File: config.mk
export PLATFORM = sky130hd
export DESIGN_NAME = byte_buffer_bit_field_access
export DESIGN_NICKNAME = d
export VERILOG_FILES = /design/src/rtl/bbfa_pkg.sv /design/src/rtl/bbfa_ram.sv /design/src/rtl/byte_buffer_bit_field_access.sv
export SDC_FILE = /design/constraint.sdc
export NUM_CORES = 2
export LEC_CHECK = 0
export ABC_CLOCK_PERIOD_IN_PS = 14000
export BUFFER_PORTS_ARGS = -buffer_cell sky130_fd_sc_hd__buf_2
export CAP_MARGIN = 20
export CORE_ASPECT_RATIO = 0.5
export CORE_MARGIN = 5
export CORE_UTILIZATION = 31
export CTS_CLUSTER_DIAMETER = 80
export DETAILED_ROUTE_END_ITERATION = 6
export SETUP_SLACK_MARGIN = 0.05
export SYNTH_ARGS = -nofsm -noshare
export SYNTH_HDL_FRONTEND = slang
export SYNTH_SLANG_ARGS = --single-unit
File: constraint.sdc
create_clock -name clk -period 14 [get_ports clk]
set_input_delay 1.4 -clock clk [delete_from_list [all_inputs] [get_ports clk]]
set_output_delay 1.4 -clock clk [all_outputs]
set_load 0.02 [all_outputs]
File: src/rtl/bbfa_pkg.sv
// Shared types and constants for the byte buffer bit-field access block.
// Used by bbfa_ram and byte_buffer_bit_field_access; depends on nothing.
package bbfa_pkg;

  // Defaults for the top-level parameters
  localparam int BUFFER_BYTES_DEF   = 256;
  localparam int MAX_FIELD_BITS_DEF = 64;

  // Fixed port field widths
  localparam int OP_W     = 2;
  localparam int IDX_W    = 8;
  localparam int BYTE_W   = 8;
  localparam int OFF_W    = 11;
  localparam int CNT_W    = 7;
  localparam int DATA_W   = 64;
  // A field shifted by up to 7 bits spans at most nine bytes
  localparam int SPAN_W   = DATA_W + BYTE_W;
  localparam int NBYTES_W = 4;

  // Request codes
  typedef logic [OP_W-1:0] op_t;
  localparam op_t OP_LOAD  = 2'd0;
  localparam op_t OP_WRITE = 2'd1;
  localparam op_t OP_READ  = 2'd2;

endpackage

File: src/rtl/bbfa_ram.sv
// Generic single write port, single read port RAM with registered read data.
// Depends on bbfa_pkg for the defaults of its parameters.
module bbfa_ram
  import bbfa_pkg::*;
#(
  parameter int WIDTH = BYTE_W,
  parameter int DEPTH = BUFFER_BYTES_DEF
) (
  input  logic                     clk,
  input  logic                     we,
  input  logic [$clog2(DEPTH)-1:0] waddr,
  input  logic [WIDTH-1:0]         wdata,
  input  logic [$clog2(DEPTH)-1:0] raddr,
  output logic [WIDTH-1:0]         rdata
);

  logic [WIDTH-1:0] mem [DEPTH];

  // Write port and registered read port
  always_ff @(posedge clk) begin
    if (we) begin
      mem[waddr] <= wdata;
    end
    rdata <= mem[raddr];
  end

endmodule

File: src/rtl/byte_buffer_bit_field_access.sv
// Byte buffer with bit-field insert and extract: top level.
// Depends on bbfa_pkg and bbfa_ram.
//
// A request is one of: byte load, field write, field read. Each request gives
// exactly one result beat (read_value, out_of_range). A byte load, a refused
// request, an empty field or an unused opcode goes from its accept straight to
// ST_FIN, which raises out_valid once any earlier result beat has been taken.
// A field write or read walks the n bytes the field spans (n = 1..9) through
// one byte-wide RAM, one read-modify-write per cycle with the read of the next
// byte overlapped; after the registered read and the last merge, ST_RUN closes
// the walk and ST_FIN raises out_valid. The single RAM read/write port pair
// sets the pace of the walk. in_ready is high only when no request is in work,
// so the next request is taken only after ST_FIN has handed over the result,
// and ST_FIN waits while the previous result beat waits on out_ready.
// After reset the buffer is zeroed by a clearing pass over all BUFFER_BYTES
// bytes, during which in_ready stays low. A field running past the buffer, a
// width above MAX_FIELD_BITS, or a byte index past the end is refused with
// out_of_range set and leaves the buffer unchanged.
module byte_buffer_bit_field_access
  import bbfa_pkg::*;
#(
  parameter int BUFFER_BYTES   = BUFFER_BYTES_DEF,
  parameter int MAX_FIELD_BITS = MAX_FIELD_BITS_DEF
) (
  input  logic              clk,
  input  logic              rst_n,
  // request channel
  input  logic              in_valid,
  output logic              in_ready,
  input  logic [OP_W-1:0]   in_op,
  input  logic [IDX_W-1:0]  in_byte_index,
  input  logic [BYTE_W-1:0] in_byte_value,
  input  logic [OFF_W-1:0]  in_bit_offset,
  input  logic [CNT_W-1:0]  in_bit_count,
  input  logic [DATA_W-1:0] in_write_value,
  // result channel
  output logic              out_valid,
  input  logic              out_ready,
  output logic [DATA_W-1:0] out_read_value,
  output logic              out_out_of_range
);

  localparam int ADDR_W  = $clog2(BUFFER_BYTES);
  // byte pointer: base up to 255 plus up to nine bytes
  localparam int PTR_W   = 9;
  localparam int AEXT_W  = (ADDR_W > PTR_W) ? ADDR_W : PTR_W;
  localparam int BUF_BITS = BUFFER_BYTES * 8;

  localparam logic [1:0] ST_CLR  = 2'd0;
  localparam logic [1:0] ST_IDLE = 2'd1;
  localparam logic [1:0] ST_RUN  = 2'd2;
  localparam logic [1:0] ST_FIN  = 2'd3;

  // control state
  logic [1:0]          state_r, state_nxt;
  logic [ADDR_W-1:0]   clr_r, clr_nxt;
  logic [NBYTES_W-1:0] rem_r, rem_nxt;
  logic [NBYTES_W-1:0] done_r, done_nxt;
  logic                pend_r, pend_nxt;
  logic                out_valid_r, out_valid_nxt;

  // payload state
  op_t                 op_r, op_nxt;
  logic                flag_r, flag_nxt;
  logic [2:0]          sh_r, sh_nxt;
  logic [PTR_W-1:0]    ptr_r, ptr_nxt;
  logic [ADDR_W-1:0]   wb_addr_r, wb_addr_nxt;
  logic [SPAN_W-1:0]   wval_r, wval_nxt;
  logic [SPAN_W-1:0]   mask_r, mask_nxt;
  logic [SPAN_W-1:0]   acc_r, acc_nxt;
  logic [DATA_W-1:0]   out_read_value_r, out_read_value_nxt;
  logic                out_out_of_range_r, out_out_of_range_nxt;

  // RAM port signals
  logic                ram_we;
  logic [ADDR_W-1:0]   ram_waddr;
  logic [BYTE_W-1:0]   ram_wdata;
  logic [ADDR_W-1:0]   ram_raddr;
  logic [BYTE_W-1:0]   ram_rdata;

  // request decode
  logic                accept;
  logic                idx_ok;
  logic                field_ok;
  logic [AEXT_W-1:0]   idx_ext;
  logic [AEXT_W-1:0]   ptr_ext;
  logic [7:0]          span_bits;
  logic [BYTE_W-1:0]   merged;
  logic                issue;

  bbfa_ram #(
    .WIDTH (BYTE_W),
    .DEPTH (BUFFER_BYTES)
  ) u_ram (
    .clk   (clk),
    .we    (ram_we),
    .waddr (ram_waddr),
    .wdata (ram_wdata),
    .raddr (ram_raddr),
    .rdata (ram_rdata)
  );

  assign in_ready         = (state_r == ST_IDLE);
  assign accept           = in_valid & in_ready;
  assign out_valid        = out_valid_r;
  assign out_read_value   = out_read_value_r;
  assign out_out_of_range = out_out_of_range_r;

  // range checks
  assign idx_ok   = (32'(in_byte_index) < BUFFER_BYTES);
  assign field_ok = (32'(in_bit_count) <= MAX_FIELD_BITS) &&
                    ((32'(in_bit_offset) + 32'(in_bit_count)) <= BUF_BITS);

  // bits covered from the first byte boundary, rounded up to whole bytes
  assign span_bits = 8'(in_bit_offset[2:0]) + 8'(in_bit_count) + 8'd7;

  assign idx_ext   = AEXT_W'(in_byte_index);
  assign ptr_ext   = AEXT_W'(ptr_r);
  assign ram_raddr = ptr_ext[ADDR_W-1:0];
  assign issue     = (rem_r != '0);

  // byte merge: keep bits outside the field
  assign merged = (ram_rdata & ~mask_r[BYTE_W-1:0]) |
                  (wval_r[BYTE_W-1:0] & mask_r[BYTE_W-1:0]);

  // sequencer
  always_comb begin
    state_nxt            = state_r;
    clr_nxt              = clr_r;
    rem_nxt              = rem_r;
    done_nxt             = done_r;
    pend_nxt             = 1'b0;
    out_valid_nxt        = out_valid_r;
    op_nxt               = op_r;
    flag_nxt             = flag_r;
    sh_nxt               = sh_r;
    ptr_nxt              = ptr_r;
    wb_addr_nxt          = wb_addr_r;
    wval_nxt             = wval_r;
    mask_nxt             = mask_r;
    acc_nxt              = acc_r;
    out_read_value_nxt   = out_read_value_r;
    out_out_of_range_nxt = out_out_of_range_r;
    ram_we               = 1'b0;
    ram_waddr            = wb_addr_r;
    ram_wdata            = merged;

    if (out_valid_r && out_ready) begin
      out_valid_nxt = 1'b0;
    end

    case (state_r)
      // zero the buffer one byte a cycle
      ST_CLR: begin
        ram_we    = 1'b1;
        ram_waddr = clr_r;
        ram_wdata = '0;
        clr_nxt   = clr_r + 1'b1;
        if (clr_r == ADDR_W'(BUFFER_BYTES - 1)) begin
          state_nxt = ST_IDLE;
        end
      end

      // take a request and set up the byte walk
      ST_IDLE: begin
        if (accept) begin
          op_nxt   = in_op;
          sh_nxt   = in_bit_offset[2:0];
          ptr_nxt  = PTR_W'(in_bit_offset[OFF_W-1:3]);
          wval_nxt = SPAN_W'(in_write_value) << in_bit_offset[2:0];
          mask_nxt = (~({SPAN_W{1'b1}} << in_bit_count)) << in_bit_offset[2:0];
          acc_nxt  = '0;
          done_nxt = '0;
          rem_nxt  = '0;
          flag_nxt = 1'b0;
          case (in_op)
            OP_LOAD: begin
              flag_nxt = ~idx_ok;
              if (idx_ok) begin
                ram_we    = 1'b1;
                ram_waddr = idx_ext[ADDR_W-1:0];
                ram_wdata = in_byte_value;
              end
              state_nxt = ST_FIN;
            end
            OP_WRITE, OP_READ: begin
              flag_nxt = ~field_ok;
              if (field_ok && (in_bit_count != '0)) begin
                rem_nxt   = NBYTES_W'(span_bits[7:3]);
                state_nxt = ST_RUN;
              end else begin
                state_nxt = ST_FIN;
              end
            end
            default: begin
              state_nxt = ST_FIN;
            end
          endcase
        end
      end

      // read one byte ahead, merge/gather the byte read last cycle
      ST_RUN: begin
        if (issue) begin
          ptr_nxt     = ptr_r + 1'b1;
          rem_nxt     = rem_r - 1'b1;
          wb_addr_nxt = ram_raddr;
          pend_nxt    = 1'b1;
        end
        if (pend_r) begin
          ram_we   = (op_r == OP_WRITE);
          acc_nxt[8*done_r +: 8] = ram_rdata & mask_r[BYTE_W-1:0];
          done_nxt = done_r + 1'b1;
          wval_nxt = wval_r >> 8;
          mask_nxt = mask_r >> 8;
        end
        if (!issue && !pend_r) begin
          state_nxt = ST_FIN;
        end
      end

      // hand the result to the output register
      ST_FIN: begin
        if (!out_valid_r || out_ready) begin
          out_valid_nxt        = 1'b1;
          out_out_of_range_nxt = flag_r;
          out_read_value_nxt   = ((op_r == OP_READ) && !flag_r) ?
                                 DATA_W'(acc_r >> sh_r) : '0;
          state_nxt            = ST_IDLE;
        end
      end

      default: begin
        state_nxt = ST_IDLE;
      end
    endcase
  end

  // control registers
  always_ff @(posedge clk) begin
    if (!rst_n) begin
      state_r     <= ST_CLR;
      clr_r       <= '0;
      rem_r       <= '0;
      done_r      <= '0;
      pend_r      <= 1'b0;
      out_valid_r <= 1'b0;
    end else begin
      state_r     <= state_nxt;
      clr_r       <= clr_nxt;
      rem_r       <= rem_nxt;
      done_r      <= done_nxt;
      pend_r      <= pend_nxt;
      out_valid_r <= out_valid_nxt;
    end
  end

  // payload registers
  always_ff @(posedge clk) begin
    op_r               <= op_nxt;
    flag_r             <= flag_nxt;
    sh_r               <= sh_nxt;
    ptr_r              <= ptr_nxt;
    wb_addr_r          <= wb_addr_nxt;
    wval_r             <= wval_nxt;
    mask_r             <= mask_nxt;
    acc_r              <= acc_nxt;
    out_read_value_r   <= out_read_value_nxt;
    out_out_of_range_r <= out_out_of_range_nxt;
  end

endmodule
==> impl_metrics.tcl <==
set metrics [dict create \
    die_y_um 412.2 \
    first_pass_iters 5 \
    period_minus_slack_ns 5.401 \
    overflow 0 \
    path_max_fanout 22 \
    synth_top_area_share_pct 70.33 \
    grt_use_total_pct 17.40 \
    die_w_um 814.4 \
    synth_area_mm2 0.1003 \
    synth_top_cell_by_area "edfxtp_1" \
    end_kind "flip-flop" \
    use_met3_pct 4.356 \
    synth_xor_area_share_pct 0.2009 \
    synth_area_per_cell_um2 17.39 \
    drt_wl_total_um 303700 \
    place_hpwl_um 190400 \
    ff_latch_area_mm2 0.07110 \
    synth_top_family_by_area "multiplexers" \
    wl_per_cell_um 29.11 \
    synth_seq_cells 2377 \
    coreArea_mm2 0.3215 \
    tightest_slew_ns 1.277 \
    multiInputGateArea_mm2 0.02738 \
    io_pins 171 \
    synth_cell_types 81 \
    leakagePower_nw 30.96 \
    grt_antenna_before_repair 15 \
    worstHoldPathType "reg2reg" \
    status "complete, no violations" \
    fin_cells 10431 \
    met2_usage_pct 26.39 \
    slowest_delay_ns 1.00 \
    grt_pass1_wl_um 425100 \
    synth.net_count 5896 \
    ys_async_sr_fraction_pct 0 \
    p_per_area_mw_per_mm2 127.2 \
    critical_path_class "reg2reg" \
    critPathBufInv 2 \
    gp_routability_congestion 0.8715 \
    drtIter0Drc 8138 \
    synth_compound_area_share_pct 5.493 \
    fmax_mhz 185.2 \
    period_share_pct 38.58 \
    post_cts_resized 0 \
    critPathRequiredTime_ns 14.51 \
    drtAntennaViolNets 0 \
    vias 57575 \
    clockRootBuffer "clkbuf_16" \
    yosys_warnings 0 \
    route.detailed.drc 0 \
    vdd.ir_drop.worst_uv 114.4 \
    first_global_vias 54563 \
    busiest_layer "met2" \
    final_common_cell "edfxtp_1" \
    critical_path.top_delay_family "simple AND/OR/NAND/NOR gates" \
    synth_fa_ha_area_share_pct 0.3294 \
    slew_headroom_pct 14.84 \
    finClkSkew_ns 0.1247 \
    synthCells 5767 \
    rsz0062_at_grt "no" \
    clkTransAtPathRegs_ns 0.07 \
    layout_common_cells "edfxtp_1 (2349), mux4_2 (555), nor2_1 (490)" \
    htreeDepth 4 \
    finalHoldViolCount 0 \
    start_util_pct 31.19 \
    rows 147 \
    cts_hold_buf 0 \
    clk-insertion-delay-late_ns 0.91 \
    final_layout_size_suffix_gt1_share_pct 21.29 \
    drv_slew 0 \
    portBuffers 170 \
    max_cap_viol_count 0 \
    post_cts_buffers 0 \
    yosysSeqAreaShare_pct 70.89 \
    whs_ns 0.5242 \
    clock_sinks 2377 \
    clockBufferDepth 4 \
    crit_chain "inv_1 -> ha_1 -> and3_1 -> mux2i_1 -> o221ai_1 -> nor2b_1 -> nand3_1 -> buf_4 -> nor2_1" \
    start_kind "flip-flop" \
    synth-edff-count 2349 \
    netlist_top_cells_area "edfxtp_1 (70%), mux4_2 (12%), mux2i_1 (3.7%)" \
    synth-simple-area-share_pct 4.620 \
    die_area_mm2 0.3357 \
    final_util_pct 35.44 \
    cts_made_buffers 231 \
    grt_max_degree 149 \
    fillCellCount 30008 \
    critPathArrivalTime_ns 5.91 \
    placedCellCount 9998 \
    synthMuxAreaShare_pct 16.47 \
    area_growth_pct 13.61 \
    tritoncts "yes" \
    fin_nets 6046 \
    synth_ff_type "edfxtp_1" \
    vias_per_cell 5.520 \
    setup_violations 0 \
    slowest_stage "nand3_1" \
    gr-usage-met1_pct 24.48 \
]
cell families after synthesis:
| kind of cell | Yosys count |
|---|---|
| buffers and inverters | 441 |
| and+or+nand+nor | 1085 |
| muxes | 953 |
| AOI/OAI and AO/OA | 862 |
| xor gates and xnor gates | 23 |
| DFF | 2377 |
| adders and majority gates | 26 |
per-stage QoR:
stage | cell area (um^2) | setup WS [ns] | TNS, ns | total power, mW
2_1_floorplan | 100300 | -0.1194 | -244.59 | 8.047
3_3_place_gp | 106000 | 7.931 | 0 | 8.150
3_5_place_dp | 106000 | 7.921 | 0 | 8.154
4_1_cts | 113800 | 8.666 | 0 | 14.56
5_1_grt | 113900 | 8.418 | 0 | 14.88
6_report | 113900 | 8.599 | 0 | 14.49
worst register-to-register path, stage by stage (launching register included):
cell	delay (ns)
dfxtp_1	0.37
inv_1	0.10
ha_1	0.48
and3_1	0.93
mux2i_1	0.18
o221ai_1	0.31
nor2b_1	0.47
nand3_1	1.00
buf_4	0.61
nor2_1	0.61
where the power goes:
part           leakage [nW]  switching [mW]  internal [mW]  total [mW]
logic                  9.42           0.181          0.102       0.283
clock network          3.77            2.76           3.73        6.49
registers              17.8         0.00294           7.72        7.72
metal layers:
layer | up-vias | wire, um | part of all wire [%]
met4 | 6 | 11020 | 3.6
met1 | 29950 | 124600 | 41
met2 | 3537 | 135700 | 45
li1 | 23568 | - | -
met3 | 514 | 32260 | 11
met5 | - | 111 | 0.037
area by class of cell:
| cell class | instances | share of cell area [%] |
|---|---|---|
| antenna | 9 | 0.01977 |
| timing repair buffer | 311 | 1.824 |
| inverter | 47 | 0.1548 |
| sequential | 2377 | 62.40 |
| clock buffer | 261 | 5.200 |
| multi-input combinational | 2949 | 24.03 |
| tap | 4321 | 4.745 |
| clock inverter | 156 | 1.627 |
path summary, 6_finish.rpt:
kind                      endpoint  startpoint  slack (ns)  cells after the start
setup / recovery  u_ram.mem[23][4]  state_r[1]        8.60                      9
setup reg to reg  u_ram.mem[23][4]  state_r[1]        8.60                      9
hold reg to reg         mask_r[58]  mask_r[66]        0.52                      1
hold / removal          mask_r[58]  mask_r[66]        0.52                      1
cells in the mapped netlist, types with 41 or more instances:
cell and n:
a211oi_1 48, a21oi_1 231, a22oi_1 102, a31oi_1 41
buf_1 45, buf_2 81, clkbuf_1 222, edfxtp_1 2349
inv_1 42, mux2i_1 373, mux4_2 555, nand2_1 340
nand3_1 69, nor2_1 494, nor3_1 47, o21ai_0 193
state kept, by name (all words and copies together), names as in the netlist, 3 cells and up:
signal and flops:
out_read_value 64, mask_r 72, u_ram.rdata 8, done_r 4
wb_addr_r 8, clr_r 8, wval_r 71, u_ram.mem 2048
sh_r 3, acc_r 71, ptr_ext 8, rem_r 4
Note: power is estimated with default switching activity, not from simulation.
